===== src/rtl/core/h3fd_pkg.sv =====
// Package with the types, constants and helpers of the HTTP/3 frame deframer.
package h3fd_pkg;

    localparam int unsigned KindW = 62;
    localparam int unsigned ByteW = 8;
    localparam int unsigned LeftW = 3;

    localparam logic [KindW-1:0] KIND_HEADERS = 62'd1;
    localparam logic [5:0]       VI_LOW_MASK  = 6'h3f;
    localparam int unsigned      VI_SIZE_SHIFT = 6;

    typedef enum logic [1:0] {
        PH_TYPE    = 2'd0,
        PH_LEN     = 2'd1,
        PH_PAYLOAD = 2'd2
    } t_phase;

    typedef struct packed {
        logic [KindW-1:0] frame_kind;
        logic [ByteW-1:0] payload_byte;
        logic             carries_byte;
        logic             frame_end;
        logic             headers_seen;
    } t_res;

    // Number of bytes that follow the first byte of a variable-length integer.
    function automatic logic [LeftW-1:0] vi_extra(input logic [1:0] size_code);
        logic [LeftW-1:0] extra;
        case (size_code)
            2'd0:    extra = 3'd0;
            2'd1:    extra = 3'd1;
            2'd2:    extra = 3'd3;
            default: extra = 3'd7;
        endcase
        return extra;
    endfunction

endpackage


===== src/rtl/core/h3fd_core.sv =====
// Input register, frame header decoder and payload counter of the deframer.
module h3fd_core (
    input  logic                           i_clk,
    input  logic                           i_rst_n,
    input  logic                           i_valid,
    output logic                           o_stall,
    input  logic [h3fd_pkg::ByteW-1:0]     i_data_byte,
    input  logic                           i_space,
    output logic                           o_push,
    output h3fd_pkg::t_res                 o_res
);

    logic                          r_in_valid;
    logic [h3fd_pkg::ByteW-1:0]    r_in_byte;
    h3fd_pkg::t_phase              r_phase, n_phase;
    logic [h3fd_pkg::KindW-1:0]    r_acc, n_acc;
    logic [h3fd_pkg::LeftW-1:0]    r_left, n_left;
    logic [h3fd_pkg::KindW-1:0]    r_kind, n_kind;
    logic [h3fd_pkg::KindW-1:0]    r_rem, n_rem;
    logic                          r_flag, n_flag;

    logic                          advance;
    logic                          accept;
    logic [h3fd_pkg::KindW-1:0]    feed_acc;
    logic [h3fd_pkg::LeftW-1:0]    feed_left;
    logic                          feed_done;

    // The input register drains whenever the result side has room.
    assign advance = r_in_valid && i_space;
    assign o_stall = r_in_valid && !i_space;
    assign accept  = i_valid && !o_stall;

    always_ff @(posedge i_clk) begin
        if (!i_rst_n) begin
            r_in_valid <= 1'b0;
        end else if (accept) begin
            r_in_valid <= 1'b1;
        end else if (advance) begin
            r_in_valid <= 1'b0;
        end
        if (accept) begin
            r_in_byte <= i_data_byte;
        end
    end

    // A new integer starts with its size code and six value bits.
    always_comb begin
        if (r_left == '0) begin
            feed_acc  = {{(h3fd_pkg::KindW-6){1'b0}},
                         r_in_byte[5:0] & h3fd_pkg::VI_LOW_MASK};
            feed_left = h3fd_pkg::vi_extra(r_in_byte[h3fd_pkg::VI_SIZE_SHIFT +: 2]);
        end else begin
            feed_acc  = {r_acc[h3fd_pkg::KindW-h3fd_pkg::ByteW-1:0], r_in_byte};
            feed_left = r_left - 3'd1;
        end
        feed_done = (feed_left == '0);
    end

    always_ff @(posedge i_clk) begin
        if (!i_rst_n) begin
            r_phase <= h3fd_pkg::PH_TYPE;
            r_left  <= '0;
            r_flag  <= 1'b0;
        end else begin
            r_phase <= n_phase;
            r_left  <= n_left;
            r_flag  <= n_flag;
        end
        r_acc  <= n_acc;
        r_kind <= n_kind;
        r_rem  <= n_rem;
    end

    always_comb begin
        n_phase = r_phase;
        n_acc   = r_acc;
        n_left  = r_left;
        n_kind  = r_kind;
        n_rem   = r_rem;
        n_flag  = r_flag;
        o_push  = 1'b0;
        o_res.payload_byte = r_in_byte;
        o_res.carries_byte = 1'b1;
        o_res.frame_end    = 1'b0;
        if (advance) begin
            case (r_phase)
                h3fd_pkg::PH_PAYLOAD: begin
                    n_rem  = r_rem - 62'd1;
                    o_push = 1'b1;
                    if (n_rem == '0) begin
                        o_res.frame_end = 1'b1;
                        n_phase = h3fd_pkg::PH_TYPE;
                    end
                end
                h3fd_pkg::PH_LEN: begin
                    n_acc  = feed_acc;
                    n_left = feed_left;
                    if (feed_done) begin
                        n_rem = feed_acc;
                        n_acc = '0;
                        if (r_kind == h3fd_pkg::KIND_HEADERS) begin
                            n_flag = 1'b1;
                        end
                        if (feed_acc == '0) begin
                            // Zero-length frame: report the end without a byte.
                            o_push = 1'b1;
                            o_res.payload_byte = '0;
                            o_res.carries_byte = 1'b0;
                            o_res.frame_end    = 1'b1;
                            n_phase = h3fd_pkg::PH_TYPE;
                        end else begin
                            n_phase = h3fd_pkg::PH_PAYLOAD;
                        end
                    end
                end
                default: begin
                    n_phase = h3fd_pkg::PH_TYPE;
                    n_acc   = feed_acc;
                    n_left  = feed_left;
                    if (feed_done) begin
                        n_kind  = feed_acc;
                        n_acc   = '0;
                        n_phase = h3fd_pkg::PH_LEN;
                    end
                end
            endcase
        end
        o_res.frame_kind   = r_kind;
        o_res.headers_seen = n_flag;
    end

endmodule


===== src/rtl/core/h3fd_obuf.sv =====
// Result register with a skid stage that absorbs one result while the receiver stalls.
module h3fd_obuf (
    input  logic           i_clk,
    input  logic           i_rst_n,
    input  logic           i_push,
    input  h3fd_pkg::t_res i_res,
    output logic           o_space,
    output logic           o_valid,
    output h3fd_pkg::t_res o_res,
    input  logic           i_stall
);

    logic           r_main_valid;
    logic           r_skid_valid;
    h3fd_pkg::t_res r_main;
    h3fd_pkg::t_res r_skid;
    logic           main_free;

    // Room is taken from registered state only, so no path runs from stall to stall.
    assign o_space   = !r_skid_valid;
    assign main_free = !r_main_valid || !i_stall;

    always_ff @(posedge i_clk) begin
        if (!i_rst_n) begin
            r_main_valid <= 1'b0;
            r_skid_valid <= 1'b0;
        end else if (main_free) begin
            if (r_skid_valid) begin
                r_main_valid <= 1'b1;
                r_skid_valid <= 1'b0;
            end else begin
                r_main_valid <= i_push;
            end
        end else if (i_push) begin
            r_skid_valid <= 1'b1;
        end
    end

    always_ff @(posedge i_clk) begin
        if (main_free) begin
            if (r_skid_valid) begin
                r_main <= r_skid;
            end else if (i_push) begin
                r_main <= i_res;
            end
        end else if (i_push) begin
            r_skid <= i_res;
        end
    end

    assign o_valid = r_main_valid;
    assign o_res   = r_main;

endmodule


===== src/rtl/core/http3_frame_deframer.sv =====
// HTTP/3 frame deframer: splits a byte stream into typed payload bytes.
//
// Input channel: one stream byte per request on i_data_byte, taken at a
// clock edge where i_valid is high and o_stall is low.
// Output channel: one result per payload byte, or a single result with
// o_carries_byte low for a frame of zero length. o_frame_end marks the last
// result of a frame, o_frame_kind gives the frame type and o_headers_seen
// stays high once a HEADERS frame header has been read.
// Header bytes (type and length integers) produce no result.
// Timing: a byte taken at one edge is decoded while it sits in the input
// register, and its result is loaded into the result register once the
// result side has room. o_valid rises when the result register is loaded.
// Throughput: one byte per cycle while the result side has room; the decode
// and the decrement of the 62-bit payload counter act on the input register.
// When the receiver stalls, a skid stage absorbs one more result; after
// that o_stall rises and the input register holds its byte.
// Reset (synchronous, active low) empties the input, result and skid registers
// and returns the parser to reading a frame type with the HEADERS flag cleared.
module http3_frame_deframer (
    input  logic                       i_clk,
    input  logic                       i_rst_n,
    input  logic                       i_valid,
    output logic                       o_stall,
    input  logic [h3fd_pkg::ByteW-1:0] i_data_byte,
    output logic                       o_valid,
    input  logic                       i_stall,
    output logic [h3fd_pkg::KindW-1:0] o_frame_kind,
    output logic [h3fd_pkg::ByteW-1:0] o_payload_byte,
    output logic                       o_carries_byte,
    output logic                       o_frame_end,
    output logic                       o_headers_seen
);

    logic           push;
    logic           space;
    h3fd_pkg::t_res core_res;
    h3fd_pkg::t_res out_res;

    h3fd_core u_core (
        .i_clk       (i_clk),
        .i_rst_n     (i_rst_n),
        .i_valid     (i_valid),
        .o_stall     (o_stall),
        .i_data_byte (i_data_byte),
        .i_space     (space),
        .o_push      (push),
        .o_res       (core_res)
    );

    h3fd_obuf u_obuf (
        .i_clk   (i_clk),
        .i_rst_n (i_rst_n),
        .i_push  (push),
        .i_res   (core_res),
        .o_space (space),
        .o_valid (o_valid),
        .o_res   (out_res),
        .i_stall (i_stall)
    );

    assign o_frame_kind   = out_res.frame_kind;
    assign o_payload_byte = out_res.payload_byte;
    assign o_carries_byte = out_res.carries_byte;
    assign o_frame_end    = out_res.frame_end;
    assign o_headers_seen = out_res.headers_seen;

endmodule


===== config.mk =====
export PLATFORM = sky130hd
export DESIGN_NAME = http3_frame_deframer
export DESIGN_NICKNAME = d
export VERILOG_FILES = /design/src/rtl/core/h3fd_pkg.sv /design/src/rtl/core/h3fd_core.sv /design/src/rtl/core/h3fd_obuf.sv /design/src/rtl/core/http3_frame_deframer.sv
export SDC_FILE = /design/constraint.sdc
export NUM_CORES = 1
export LEC_CHECK = 0
export ABC_AREA = 1
export BUFFER_PORTS_ARGS = -buffer_cell sky130_fd_sc_hd__buf_2
export CAP_MARGIN = 20
export CORE_MARGIN = 3
export CORE_UTILIZATION = 35
export CTS_CLUSTER_DIAMETER = 50
export DETAILED_ROUTE_END_ITERATION = 10
export HOLD_SLACK_MARGIN = 0.03
export PLACE_DENSITY = 0.59
export REMOVE_ABC_BUFFERS = 1
export SLEW_MARGIN = 20
export SYNTH_ARGS = -nofsm -noshare
export SYNTH_HDL_FRONTEND = slang
export SYNTH_SLANG_ARGS = --single-unit
export TNS_END_PERCENT = 20

===== constraint.sdc =====
create_clock -name i_clk -period 8.85 [get_ports i_clk]
set_input_delay 1.77 -clock i_clk [delete_from_list [all_inputs] [get_ports i_clk]]
set_output_delay 1.77 -clock i_clk [all_outputs]
set_load 0.005 [all_outputs]

==> impl_metrics.csv <==
group,metric,value,unit
floorplanning,fp.dieW,218,um
place,dpl.hpwl,29.8,mm
place,dpl_cell_area,16900,um^2
place,place_inst,2286,
status,status,"finished, final reports clean",
clock_network,cts.repair_timing.setup_buffer_count,0,
timing,setup_viol,0,
timing,fmax,0.220,GHz
yosys,ys_ff_latch,341,
layout,nets,1753,
clock_network,htreeDepth,2,
power,p_per_area,197,nW/um^2
yosys,ys_types,37,
timing,worst_pin_slew,0.984,ns
place,routabilityCongestion,0.900,
clock_network,cts_hold_buf,0,
critical_path,cp_max_fo,53,
global_route,grt_max_degree,74,
yosys,ys_seq_area_frac,0.643,
global_route,grt_pass1_wl,62.9,mm
drt,ant_nets,0,
critical_path,cp.required,9.00,ns
clock_network,cts_num_sinks,341,
yosys,synthTopCellsByCount,"504 x nand2_1, 332 x edfxtp_1, 275 x nor2_1",
critical_path,criticalPathCategory,"flip-flop to flip-flop",
yosys,synth_area,15800,um^2
clock_network,tritoncts,"built",
drt,via_per_inst,4.82,
yosys,synth_flop_cell,"edfxtp_1",
timing,finalCritPeriodShare,0.514,
global_route,grt_pass1_vias,10900,
power,swShare,0.231,
yosys,synth-edff-count,332,
drt,wl,40.6,mm
yosys,syn_area_per_cell,9.57,um^2
critical_path,worstPathArrival,4.70,ns
power,p_seq_frac,0.516,
timing,fin_crit,4.55,ns
floorplanning,dieArea,47700,um^2
yosys,yosys.cell_count.top_type,"nand2_1",
power,ir_drop,0.118,mV
yosys,synth_largest_area_cell,"edfxtp_1",
timing,finalMaxSlewViolations,0,
clock_network,clock_latency,0.53,ns
critical_path,worstSetupEndpointType,"flip-flop",
timing,final.setup.tns,0,ns
drt,drtPass1Iterations,5,
power,p_int,2.74,mW
clock_network,post_cts_resized,0,
layout,layout-area-overhead-vs-synth,14.7,%
floorplanning,core-area,44400,um^2
yosys,async_reset_ff_frac,0,
layout,final_cell_area,18100,um^2
drt,drt_first_iter_violations,832,
timing,finalHoldViolations,0,
place,portBuffers,86,
yosys,synth_cells,1648,
layout,antennaDiodeCount,0,
floorplanning,start_util,0.355,
global_route,gr-usage-all-layers,0.170,
global_route,overflow,0,
clock_network,root_buffer,"clkbuf_16",
clock_network,cts.path.max_buffers,3,
floorplanning,die_h,218,um
critical_path,cp-start-kind,"flip-flop",
power,power.switching,827,uW
yosys,ys_warn_count,0,
layout,fin_cells,2357,
power,p_leak,7.03,nW
timing,rsz0062_at_grt,"false",
yosys,yosys-top-cells-area,"edfxtp_1 63%, nand2_1 12%, nor2_1 6.5%, inv_1 4.6%, o21ai_0 2.9%",
power,pwr-share-clk,0.424,
power,combinationalPowerShare,0.060,
clock_network,cts_made_buffers,38,
yosys,synth.top_cell.area_share,0.632,
layout,nFillCells,4360,
drt,wl_per_cell,17.2,um
clock_network,cts.reportedPaths.clkPinSlew,0.06,ns
drt,drcViolationCount,0,
floorplanning,ioPinCount,87,
global_route,antenna_found_initial,0,
timing,skew,0.0129,ns
worst_hold_path,min_path_type,"flip-flop to flip-flop",
layout,drive_gt1_frac,0.112,
job,cap_violations,0,
timing,slew_headroom,0.344,
floorplanning,std_cell_rows,77,
drt,vias,11400,
[critical path, stage by stage, from the launching register on]
cell and delay [ns]:
dfxtp_1 0.31, inv_1 0.10, ha_1 0.15, inv_1 0.06
nor2_4 0.26, buf_4 0.40, nor2_1 0.14, nor2_1 0.14
nand3_1 0.09, nor3_1 0.34, and3_1 0.27, and2_1 0.23
nand2_1 0.10, nand2_1 0.07, nand2_1 0.15, nor2_4 0.52
buf_4 0.67
[worst paths after layout]
path | start | end | slack (ns) | depth (start not counted)
worst max-delay path | u_core.r_left[0]$_SDFFE_PN0P_ | u_obuf.r_skid[60]$_DFFE_PP_ | 4.30 | 16
worst min-delay path | u_core.r_kind[5]$_DFFE_PP_ | u_obuf.r_skid[16]$_DFFE_PP_ | 0.44 | 0
worst max register to register | u_core.r_left[0]$_SDFFE_PN0P_ | u_obuf.r_skid[60]$_DFFE_PP_ | 4.30 | 16
worst min register to register | u_core.r_kind[5]$_DFFE_PP_ | u_obuf.r_skid[16]$_DFFE_PP_ | 0.44 | 0
[cell usage in the layout (no fill, tap or decap), types with 7 or more instances in the layout]
| master | count |
|---|---|
| edfxtp_1 | 332 |
| nor2_2 | 9 |
| buf_4 | 9 |
| nor2_4 | 11 |
| nor3_1 | 11 |
| clkinv_2 | 9 |
| dfxtp_1 | 8 |
| o21ai_1 | 7 |
| nor2_1 | 272 |
| nand2_1 | 504 |
| o21ai_0 | 90 |
| clkbuf_16 | 41 |
| nand4_1 | 25 |
| nor4_1 | 18 |
| xor2_1 | 12 |
| nand3b_1 | 17 |
| inv_1 | 193 |
| buf_2 | 86 |
| nand3_1 | 37 |
[power by group through the flow]
| stage | Combinational [mW] | Clock (mW) | Sequential (mW) |
|---|---|---|---|
| after floorplan | 0.142 | 0 | 1.87 |
| after global placement | 0.211 | 0 | 1.88 |
| after detailed placement | 0.213 | 0 | 1.88 |
| after CTS | 0.214 | 1.55 | 1.84 |
| after global routing | 0.244 | 1.61 | 1.85 |
| final | 0.214 | 1.51 | 1.84 |
[per-layer routing]
| metal | global-route usage | vias to the layer above | part of all wire |
|---|---|---|---|
| li1 | - | 5563 | - |
| met1 | 0.258 | 5456 | 0.48 |
| met2 | 0.260 | 295 | 0.44 |
| met3 | 0.0213 | 48 | 0.057 |
| met4 | 0.0409 | 0 | 0.017 |
| met5 | 0 | - | 0 |
[stage by stage]
| step | setup WS [ns] | power, mW | hold WS [ns] | utilization |
|---|---|---|---|---|
| after floorplan | -2.08 | 2.01 | 0.426 | - |
| final | 4.30 | 3.57 | 0.444 | 0.408 |
| after CTS | 4.24 | 3.61 | 0.446 | 0.407 |
| after global routing | 3.98 | 3.70 | 0.473 | 0.408 |
| after detailed placement | 4.26 | 2.09 | 0.432 | 0.380 |
| after global placement | 4.38 | 2.09 | 0.429 | 0.380 |
[logic make-up (layout without fill, tap and decap cells)]
| logic type | count (synthesis) | after routing | share of synthesized area |
|---|---|---|---|
| flops | 341 | 341 | 0.643 |
| xor+xnor | 18 | 18 | 0.00999 |
| fa+ha+maj | 6 | 6 | 0.00476 |
| simple gates | 922 | 922 | 0.244 |
| compound gates | 112 | 112 | 0.0373 |
| buf+inv | 249 | 366 | 0.0606 |
[final cells by class]
cell class                      count  area (um^2)  area share
Clock inverter                     21          136     0.00753
Timing Repair Buffer               96          518      0.0286
Inverter                          200          751      0.0415
Sequential cell                   341        10200       0.561
Tap cell                          592          741      0.0409
Clock buffer                       49         1080      0.0594
Multi-Input combinational cell   1058         4730       0.261
[state kept, by name, summed over array words and instances, names as in the netlist]
| signal | flops |
|---|---|
| u_core.r_in_valid | 1 |
| u_obuf.r_skid_valid | 1 |
| u_obuf.o_res | 73 |
| u_core.r_kind | 62 |
| u_core.r_acc | 54 |
| u_obuf.o_valid | 1 |
| u_core.r_flag | 1 |
| u_core.r_left | 3 |
| u_core.r_rem | 62 |
| u_obuf.r_skid | 73 |
| u_core.r_in_byte | 8 |
| u_core.r_phase | 2 |
No activity file was read; power rests on OpenSTA's default activity.
